[src/rtl/core/cs_pkg.sv]
// ----------------------------------------------------------------------------
// cs_pkg: shared types and functions for the ChaCha20 stream XOR block
// Payload structs, tagged queue entry, state codes and the round function.
// ----------------------------------------------------------------------------
`default_nettype none

package cs_pkg;

  localparam int unsigned QueueDepth = 2;
  localparam int unsigned RoundCount = 20;

  typedef struct packed {
    logic [7:0] data_byte;
    logic       last_byte;
  } item_t;

  typedef struct packed {
    logic [7:0] result_byte;
    logic       result_last;
  } result_t;

  // item tagged by the front with its keystream position and block number
  typedef struct packed {
    logic [7:0]  data_byte;
    logic        last_byte;
    logic [5:0]  pos;
    logic [31:0] counter;
    logic        gen;
  } tag_t;

  typedef struct packed {
    logic [5:0]  pos;
    logic [31:0] counter;
  } front_status_t;

  typedef enum logic [1:0] {
    B_IDLE,
    B_ROUND,
    B_ADD
  } back_state_t;

  typedef struct packed {
    back_state_t state;
    logic        head_gen;
  } back_status_t;

  typedef enum logic [2:0] {
    CFG_KEY0  = 3'd0,
    CFG_KEY1  = 3'd1,
    CFG_KEY2  = 3'd2,
    CFG_KEY3  = 3'd3,
    CFG_NONCE_LO = 3'd4,
    CFG_NONCE_HI = 3'd5
  } cfg_index_t;

  typedef logic [15:0][31:0] words_t;

  localparam logic [31:0] Sigma0 = 32'h61707865;
  localparam logic [31:0] Sigma1 = 32'h3320646E;
  localparam logic [31:0] Sigma2 = 32'h79622D32;
  localparam logic [31:0] Sigma3 = 32'h6B206574;

  function automatic logic [31:0] rotl(input logic [31:0] v, input int unsigned n);
    rotl = (v << n) | (v >> (32 - n));
  endfunction

  function automatic logic [127:0] quarter(input logic [31:0] a0, input logic [31:0] b0,
                                           input logic [31:0] c0, input logic [31:0] d0);
    logic [31:0] a, b, c, d;
    a = a0; b = b0; c = c0; d = d0;
    a = a + b; d = rotl(d ^ a, 16);
    c = c + d; b = rotl(b ^ c, 12);
    a = a + b; d = rotl(d ^ a, 8);
    c = c + d; b = rotl(b ^ c, 7);
    quarter = {a, b, c, d};
  endfunction

  // one column round (diag low) or one diagonal round (diag high)
  function automatic words_t half_round(input words_t w, input logic diag);
    words_t r;
    logic [127:0] q;
    int unsigned i;
    r = w;
    for (i = 0; i < 4; i++) begin
      if (!diag) begin
        q = quarter(w[i], w[4 + i], w[8 + i], w[12 + i]);
        {r[i], r[4 + i], r[8 + i], r[12 + i]} = q;
      end else begin
        q = quarter(w[i], w[4 + ((i + 1) % 4)], w[8 + ((i + 2) % 4)], w[12 + ((i + 3) % 4)]);
        {r[i], r[4 + ((i + 1) % 4)], r[8 + ((i + 2) % 4)], r[12 + ((i + 3) % 4)]} = q;
      end
    end
    half_round = r;
  endfunction

endpackage

`default_nettype wire

[src/rtl/core/cs_front.sv]
// ----------------------------------------------------------------------------
// cs_front: input side
// Tracks byte position and block number, tags each item, and queues it.
// ----------------------------------------------------------------------------
`default_nettype none

module cs_front (
  input  logic            clk,
  input  logic            rst,
  input  logic            push,
  output logic            full,
  input  cs_pkg::item_t   item,
  output cs_pkg::tag_t    head,
  output logic            head_valid,
  input  logic            head_pop,
  output cs_pkg::front_status_t status
);
  import cs_pkg::*;

  localparam int unsigned PtrW = $clog2(QueueDepth);

  tag_t              q [QueueDepth];
  logic [PtrW-1:0]   wr_ptr;
  logic [PtrW-1:0]   rd_ptr;
  logic [PtrW:0]     count;
  logic [5:0]        pos;
  logic [31:0]       counter;
  logic              accept;
  tag_t              tag;

  assign full       = (count == (PtrW+1)'(QueueDepth));
  assign accept     = push && !full;
  assign head_valid = (count != '0);
  assign head       = q[rd_ptr];
  assign status     = '{pos: pos, counter: counter};

  always_comb begin
    tag.data_byte = item.data_byte;
    tag.last_byte = item.last_byte;
    tag.pos       = pos;
    tag.counter   = counter;
    tag.gen       = (pos == '0);   // first byte of a block needs a fresh block
  end

  always_ff @(posedge clk) begin
    if (accept) begin
      q[wr_ptr] <= tag;
    end
  end

  always_ff @(posedge clk) begin
    if (rst) begin
      wr_ptr  <= '0;
      rd_ptr  <= '0;
      count   <= '0;
      pos     <= '0;
      counter <= '0;
    end else begin
      if (accept) begin
        wr_ptr <= (wr_ptr == PtrW'(QueueDepth - 1)) ? '0 : wr_ptr + 1'b1;
        if (item.last_byte) begin
          pos     <= '0;
          counter <= '0;
        end else begin
          pos <= pos + 1'b1;
          if (pos == 6'd63) begin
            counter <= counter + 1'b1;
          end
        end
      end
      if (head_pop) begin
        rd_ptr <= (rd_ptr == PtrW'(QueueDepth - 1)) ? '0 : rd_ptr + 1'b1;
      end
      count <= count + (PtrW+1)'(accept) - (PtrW+1)'(head_pop);
    end
  end

endmodule

`default_nettype wire

[config.mk]
export PLATFORM = sky130hd
export DESIGN_NAME = cs_front
export DESIGN_NICKNAME = d
export VERILOG_FILES = /design/src/rtl/core/cs_pkg.sv /design/src/rtl/core/cs_front.sv
export SDC_FILE = /design/constraint.sdc
export NUM_CORES = 1
export LEC_CHECK = 0
export ABC_AREA = 1
export BUFFER_PORTS_ARGS = -buffer_cell sky130_fd_sc_hd__buf_2
export CORE_UTILIZATION = 40
export CTS_BUF_LIST = sky130_fd_sc_hd__clkbuf_8
export CTS_CLUSTER_SIZE = 30
export DETAILED_ROUTE_END_ITERATION = 10
export PLACE_DENSITY_LB_ADDON = 0.2
export SYNTH_ARGS = -nofsm -noshare
export SYNTH_HDL_FRONTEND = slang
export SYNTH_SLANG_ARGS = --single-unit
[constraint.sdc]
create_clock -name clk -period 5.65 [get_ports clk]
set_input_delay 1.13 -clock clk [delete_from_list [all_inputs] [get_ports clk]]
set_output_delay 1.13 -clock clk [all_outputs]
set_load 0.01 [all_outputs]
Yosys cells after proc, flatten, opt, wreduce, memory -nomap -nowiden. Memories as Yosys holds them, arrays and structs flattened. A register that Yosys moved wholly into a read port is not among the register bits. Index checks and enable logic that the tools add are counted.

RAM bits: 96. Output and inout bits: 88. Latch bits: 0. Memories: 1. Word-level logic and storage cells: 29. Register bits: 42. Memory bits (read-only): 0. Input bits: 13.

Memories: q (words 2, bits a word 48, rd ports 1, clocked after Yosys merged registers in 1, wr ports 1, RTL line cs_front.sv:22) `tag_t q [QueueDepth];`.

Shifts and indexed selects: 0. Div/mod/pow operators: 0. Muxes and demuxes: 9. Multipliers: 0. Bitwise operators: 0. Reduce and logical (&&, ||, !) cells: 6. Add/subtract/negate cells: 6. Eq/ne operators: 2. Order comparisons: 0.

Operators by type and width (number): two-way mux 32 bit (2); adder 32 x 1 -> 32 bit (second input constant) (1); adder 6 x 1 -> 6 bit (second input constant) (1); equality test 6 bit (second input constant) (1); logical NOT 6 bit (1); two-way mux 1 bit (6); two-way mux 6 bit (1); nonzero test 2 bit (2); adder 1 bit (second input constant) (2); adder 2 x 1 -> 2 bit (1); equality test 2 bit (second input constant) (1); AND reduction 2 bit (1); subtractor 2 x 1 -> 2 bit (1); logical AND 1 bit (1); logical NOT 1 bit (1).

Logic depth before layout (Yosys ltp). Gate-level depths: netlist of run 1.

Depth after elaboration: 5. Mapped depth: 10. Gate-level depth less buffers: 9.

Worst setup path before layout of run 1. No wires, ideal clock.

Path kind: input to register. From: input push. To: memory q[1][0] (netlist bit), enable pin. Setup slack: 1.620 ns. Cell stages on the path: 4. Setup time: 0.455 ns. Data arrival time: 3.575 ns. Path buffers: 0. Data required time: 5.195 ns. Cells stage by stage: inv_1 > a21oi_4 > inv_1 > nor2_1.

Word-level cells in the longest chain between the ends: 3.

RTL lines: from (decl) (RTL line cs_front.sv:10) `input logic push,`; logical AND 1 bit (RTL line cs_front.sv:32) `assign accept = push && !full;`; two-way mux 1 bit (RTL line cs_front.sv:46) `if (accept) begin`; two-way mux 1 bit (implied by the code) (RTL line cs_front.sv:47) `q[wr_ptr] <= tag;`; to (decl) (RTL line cs_front.sv:22).

No other way between the ends.

==> results of run 1 <==
## logic make-up (layout without fill, tap and decap cells)
| family | after synthesis | after routing | share of synthesized area (%) |
|---|---|---|---|
| AOI/OAI and AO/OA | 25 | 25 | 2.28 |
| xor gates and xnor gates | 2 | 2 | 0.283 |
| adders and majority gates | 5 | 5 | 1.01 |
| buffers and inverters | 114 | 199 | 9.72 |
| DFF | 139 | 139 | 60.5 |
| muxes | 48 | 48 | 8.73 |
| and+or+nand+nor | 255 | 255 | 17.5 |
## flip-flops by register name, indices dropped and copies added (netlist names), named ones only
signal   flops
pos          6
q           96
rd_ptr       1
count        2
counter     32
wr_ptr       1
## power breakdown
group	internal, mW	switching (mW)	total (mW)	leakage [nW]
sequential	1.17	0.0231	1.19	1.27
combinational	0.108	0.159	0.268	1.29
clock	0.404	0.393	0.797	0.197
## layout make-up
cell class | count | share of cell area, %
clock buffers | 18 | 3.54
clock inverters | 14 | 2.07
inverters | 64 | 3.43
multi-input cells | 335 | 26.6
flip-flops and latches | 139 | 53.5
well taps | 188 | 3.36
repair buffers | 103 | 7.47
## worst max-delay path: stages (launching register included)
cell     delay (ps)
dfxtp_2         320
buf_4           520
mux2_2          420
buf_2           140
## metrics by stage
step | worst slack, ps | std cells | hold slack, ps
2_1_floorplan | 1620 | 588 | 471
3_3_place_gp | 2540 | 829 | 495
3_5_place_dp | 2460 | 829 | 515
6_report | 2630 | 861 | 528
4_1_cts | 2570 | 861 | 534
5_1_grt | 2500 | 861 | 554
## path summary, 6_finish.rpt
| kind | from | end | slack (ps) | cells after the start |
|---|---|---|---|---|
| setup / recovery | register | head[8] | 2630 | 3 |
| hold / removal | rd_ptr | register | 530 | 2 |
| setup reg to reg | count[0] | q[1][39] | 3320 | 5 |
| hold reg to reg | rd_ptr | register | 530 | 2 |
## synth_stat cells, types with 2 or more instances
| cell | instances | area, um^2 |
|---|---|---|
| nand3_1 | 30 | 150 |
| nor2_2 | 5 | 31.3 |
| inv_1 | 64 | 240 |
| ha_1 | 5 | 62.6 |
| mux2_2 | 48 | 541 |
| nand2_2 | 3 | 18.8 |
| dfxtp_1 | 43 | 861 |
| nor3b_1 | 4 | 30.0 |
| a21oi_1 | 11 | 55.1 |
| edfxtp_1 | 96 | 2880 |
| o21ai_0 | 10 | 50.1 |
| buf_4 | 39 | 293 |
| nor2_1 | 84 | 315 |
| nand4_1 | 7 | 43.8 |
| nor3_1 | 4 | 20.0 |
| clkbuf_1 | 2 | 7.51 |
| nor2_4 | 2 | 22.5 |
| buf_2 | 7 | 35.0 |
| nand2_1 | 113 | 424 |
## layout by cell type (no fill, tap or decap), types with 2 or more instances in the layout
master,count
nand4_1,7
bufinv_16,2
ha_1,5
clkinv_2,3
nand3_1,30
nor3b_1,4
nor3_1,4
nor2_4,4
inv_6,3
inv_1,65
nand2_1,113
mux2_2,48
clkinv_4,2
nor2_1,82
clkinvlp_4,3
buf_2,100
dfxtp_1,42
o21ai_0,10
a21oi_1,11
buf_4,3
edfxtp_1,96
nand2_2,3
clkbuf_8,18
nor2_2,5
## routing by layer
metal	vias to the layer above	routed length, um
met5	-	0
met4	0	189
met3	14	538
met2	110	5610
met1	1922	5830
li1	2048	-
==> impl_metrics.json, run 1 <==
{
  "dp_hpwl_um": 8140,
  "top_usage_layer": "met2",
  "run_status": "finished clean",
  "cts_setup_buffers": 0,
  "report.final.setup_viol": 0,
  "worstPathArrival_ps": 1890,
  "worstPathMaxFanout": 48,
  "routed_wirelength_um": 12200,
  "timing_hold_violations_final": 0,
  "fillCellCount": 1430,
  "antennaDiodeCount": 0,
  "worst_skew_pair.late_latency_ps": 460,
  "nets": 678,
  "post_cts_resized": 0,
  "setup.worst_path.start_class": "register",
  "drive_gt1_share_pct": 29.6,
  "maxSlewHeadroom_pct": 32.5,
  "routedWlPerCell_um": 14.1,
  "synth-async-reset-ratio_pct": 0,
  "synth.cell_area_um2": 6190,
  "port_buffers": 100,
  "finalPower_mw": 2.26,
  "final_routed_drc_violation_total": 0,
  "die_y_um": 126,
  "detailedRoute.firstIterationViolations": 235,
  "detailed_route_via_count": 4094,
  "worst_path_clk_slew_ps": 80,
  "yosys_warn_count": 0,
  "cts_htree_levels": 4,
  "clock.fmax_ghz": 0.332,
  "numClockSinks": 139,
  "grt_setup_unrepaired": "no",
  "synth_flop_cell": "edfxtp_1",
  "cellPowerDensity_nw_per_um2": 322,
  "gr-usage-met2_pct": 25.2,
  "maximum_number_of_pins_on_one_net_before_global_route_repair": 49,
  "max-vdd-ir-drop_mv": 0.187,
  "final_worst_path_period_need_ps": 3020,
  "use_met3_pct": 4.64,
  "ys_ff_latch": 139,
  "grtUsageTotal_pct": 16.0,
  "rows": 45,
  "post-route-util_pct": 46.2,
  "synth_enable_flop_cells": 96,
  "ctsRootBufferMaster": "clkbuf_8",
  "drv.max_cap_violation_count": 0,
  "category_of_the_critical_setup_timing_path": "reg2out",
  "seqCellArea_um2": 3740,
  "multi_input_area_um2": 1860,
  "io_pins": 101,
  "syn-mean-instance-area_um2": 10.5,
  "maxSlewViolCount": 0,
  "cp-end-kind": "primary output",
  "gpl.final_weighted_congestion": 0.757,
  "grt-ovfl-total": 0,
  "antenna_left": 0,
  "finalInstanceArea_um2": 7000,
  "syn_to_final_growth_pct": 13.0,
  "viasPerCell": 4.75,
  "cts_inserted_buffers": 17,
  "max-clock-path-buffers": 2,
  "grt_pass1_wl_um": 19500,
  "summed_negative_setup_slack_over_all_endpoints_ps": 0,
  "ys_types": 30,
  "postSynthNetCount": 606,
  "antenna_violations_before_repair": 0,
  "post-route-period-util_pct": 53.4,
  "total_die_area_um2": 16000,
  "dpl_cell_area_um2": 6610,
  "post_synth_inst_count": 588,
  "tightestPinTransition_ps": 1010,
  "die-width_um": 126,
  "finalClockSkew_ps": 10.5,
  "grt_pass1_vias": 3953,
  "coreArea_um2": 15100,
  "ctsHoldBuffers": 0,
  "grt_use_met1_pct": 20.9,
  "worst_min_delay_path_category": "reg2reg",
  "sequential_element_share_of_the_synthesized_area_pct": 60.5,
  "static-leakage-power_nw": 2.75,
  "initial_utilization_pct": 40.9,
  "cts_tree": "yes",
  "cp_data_required_time_ps": 4520,
  "drt_first_pass_iters": 5
}
Power figures use the tool's default switching activity.
==> run 2: changes to the inputs <==
--- a/config.mk
+++ b/config.mk
@@ -5,7 +5,7 @@
 export SDC_FILE = /design/constraint.sdc
 export NUM_CORES = 1
 export LEC_CHECK = 0
-export ABC_AREA = 1
+export ABC_AREA = 0
 export BUFFER_PORTS_ARGS = -buffer_cell sky130_fd_sc_hd__buf_2
 export CORE_UTILIZATION = 40
 export CTS_BUF_LIST = sky130_fd_sc_hd__clkbuf_8
==> constraint.sdc (replaced) <==
create_clock -name clk -period 3.1 [get_ports clk]
set_input_delay 0.62 -clock clk [delete_from_list [all_inputs] [get_ports clk]]
set_output_delay 0.62 -clock clk [all_outputs]
set_load 0.01 [all_outputs]
==> impl_metrics.json, run 2 <==
{
  "run_status": "finished clean",
  "cts_setup_buffers": 0,
  "seqCellArea_um2": 3740,
  "worstPathArrival_ps": 2850,
  "cts_htree_levels": 4,
  "gpl.final_weighted_congestion": 0.753,
  "worst_min_delay_path_category": "in2reg",
  "dpl_cell_area_um2": 6260,
  "combinational_fraction_of_design_power_pct": 15.0,
  "layout_setup_ws_ps": 621,
  "drt_first_pass_iters": 5,
  "ys_ff_latch": 139,
  "hp-start": "item[5]",
  "fillCellCount": 1260,
  "grt_setup_unrepaired": "no",
  "post_synth_inst_count": 427,
  "total_die_area_um2": 15000,
  "synthTopCellsByArea": "edfxtp_1, dfxtp_1, mux2_2, buf_4, xor2_1",
  "worst-r2r-cell-count": 5,
  "synth.cell_area_um2": 5790,
  "grt-ovfl-total": 0,
  "die-width_um": 122,
  "max-vdd-ir-drop_mv": 0.363,
  "ys_types": 38,
  "largest_reg_flops": 96,
  "synth_top_cell_by_area": "edfxtp_1",
  "final_common_cell": "buf_2",
  "sequential_element_share_of_the_synthesized_area_pct": 64.7,
  "clock_power_share_pct": 34.0,
  "detailedRoute.firstIterationViolations": 187,
  "power.switching_fraction_pct": 24.8,
  "post-route-util_pct": 47.8,
  "routed_wirelength_um": 11000,
  "worstHoldPathCells": 1,
  "ctsHoldBuffers": 0,
  "pwr-share-seq_pct": 51.0,
  "rows": 43,
  "category_of_the_critical_setup_timing_path": "reg2reg",
  "maximum_number_of_pins_on_one_net_before_global_route_repair": 49,
  "port_buffers": 100,
  "ctsRootBufferMaster": "clkbuf_8",
  "worst_skew_pair.late_latency_ps": 430,
  "coreArea_um2": 14000,
  "viasPerCell": 4.95,
  "synthDominantCellAreaShare_pct": 49.8,
  "layout.cells.non_filler": 693,
  "drv.max_cap_violation_count": 0,
  "finalHoldWorstSlack_ps": 371,
  "most_common_cell_in_the_synthesized_netlist": "edfxtp_1",
  "detailed_route_via_count": 3427,
  "crit_path_start": "counter[7]",
  "report.final.setup_viol": 0,
  "final_worst_path_period_need_ps": 2480,
  "numClockSinks": 139,
  "routedWlPerCell_um": 15.8,
  "max-clock-path-buffers": 2,
  "initial_utilization_pct": 41.4,
  "synth-async-reset-ratio_pct": 0,
  "cts_tree": "yes",
  "drive_gt1_share_pct": 37.6,
  "summed_negative_setup_slack_over_all_endpoints_ps": 0,
  "grt_pass1_wl_um": 17100,
  "syn_to_final_growth_pct": 15.4,
  "setup.worst_path.start_class": "register",
  "rr_startpoint": "counter[7]",
  "timing_hold_violations_final": 0,
  "die_y_um": 122,
  "cellPowerDensity_nw_per_um2": 668,
  "maxSlewHeadroom_pct": 54.9,
  "net_switching_mw": 1.11,
  "most_frequent_cells_in_the_layout": "buf_2, edfxtp_1, mux2_2",
  "postSynthNetCount": 445,
  "cts_inserted_buffers": 17,
  "holdPathEnd": "q[1][44]",
  "yosys_warn_count": 0,
  "syn-mean-instance-area_um2": 13.6,
  "post-place-ws_ps": 654,
  "clock.fmax_ghz": 0.403,
  "maxSlewViolCount": 0,
  "antenna_left": 0,
  "synth.cells.most_frequent": "edfxtp_1, mux2_2, dfxtp_1",
  "grt_pass1_vias": 3242,
  "post-route-period-util_pct": 80.0,
  "finalInstanceArea_um2": 6680,
  "worst_r2r_endpoint": "counter[24]",
  "placedCellCount": 661,
  "setup.reg_to_reg.worst_slack_ps": 620,
  "finalClockSkew_ps": 9.16,
  "antennaDiodeCount": 0,
  "worstPathMaxFanout": 8,
  "worst_path_clk_slew_ps": 70,
  "nets": 518,
  "cellInternalPower_mw": 3.36,
  "register_bank_with_the_most_flops": "q",
  "finalPower_mw": 4.47,
  "synth_flop_cell": "edfxtp_1",
  "post_cts_resized": 0,
  "dp_hpwl_um": 7270,
  "cp-end-kind": "register",
  "static-leakage-power_nw": 2.55,
  "io_pins": 101,
  "final_routed_drc_violation_total": 0,
  "synth_enable_flop_cells": 96,
  "tightestPinTransition_ps": 676,
  "antenna_violations_before_repair": 0,
  "biggestRegsByFlops": "q (96), counter (32), pos (6)",
  "grtUsageTotal_pct": 15.6,
  "multi_input_area_um2": 1680,
  "cp_data_required_time_ps": 3470
}
[run 2: changes by cell type in the layout (fill, tap and decap cells not counted), sizes merged, moves of 15 or more]
| cell | delta |
|---|---|
| xnor2 | +15 |
| nand2 | -102 |
| nand3 | -19 |
| nor2 | -51 |
| inv | -57 |
| xor2 | +17 |
[run 2: logic make-up (layout without fill, tap and decap cells)]
| kind of cell | after synthesis | after routing | share of synthesized area (%) |
|---|---|---|---|
| xor gates and xnor gates | 34 | 34 | 5.14 |
| muxes | 48 | 48 | 9.34 |
| buffers and inverters | 61 | 147 | 6.44 |
| and+or+nand+nor | 121 | 121 | 11.3 |
| adders and majority gates | 5 | 5 | 1.08 |
| AOI/OAI and AO/OA | 19 | 19 | 2.03 |
| DFF | 139 | 139 | 64.7 |
[run 2: routing by layer]
layer,vias to the layer above,share of wire [%],global-route usage (%)
li1,1659,-,-
met1,1662,46,20.2
met2,102,47,23.8
met3,4,5.7,5.67
met4,0,0.57,6.40
met5,-,0,0
[run 2: worst max-delay path, cell delays in order (launching register included)]
cell and delay [ps]:
dfxtp_1 490, nand4_2 220, or4_1 700, or4_4 540, or3_1 320, a21oi_1 140
[run 2: how the worst max path moves through the flow]
stage / slack, ps / depth (start not counted) / endpoint
4_1_cts: 520 / 3 / head[7]
5_1_grt: 470 / 3 / head[7]
3_3_place_gp: 750 / 5 / counter[24]
2_1_floorplan: 220 / 4 / q[0][0]
3_5_place_dp: 650 / 5 / counter[24]
6_report: 620 / 5 / counter[24]
[run 2: power groups by stage]
stage,clock network (mW),logic [mW],registers (mW)
finish,1.52,0.670,2.28
global route,1.66,0.747,2.30
CTS,1.57,0.694,2.28
detailed placement,0,0.687,2.32
global placement,0,0.688,2.31
floorplan,0,0.427,2.31
[run 2: cell type report]
class                      instances  share of cell area (%)
clock buffer                      20                    4.12
clock inverter                    12                    2.21
inverter                           8                   0.449
multi-input combinational        227                    25.1
sequential                       139                    56.0
tap                              180                    3.37
timing repair buffer             107                    8.65
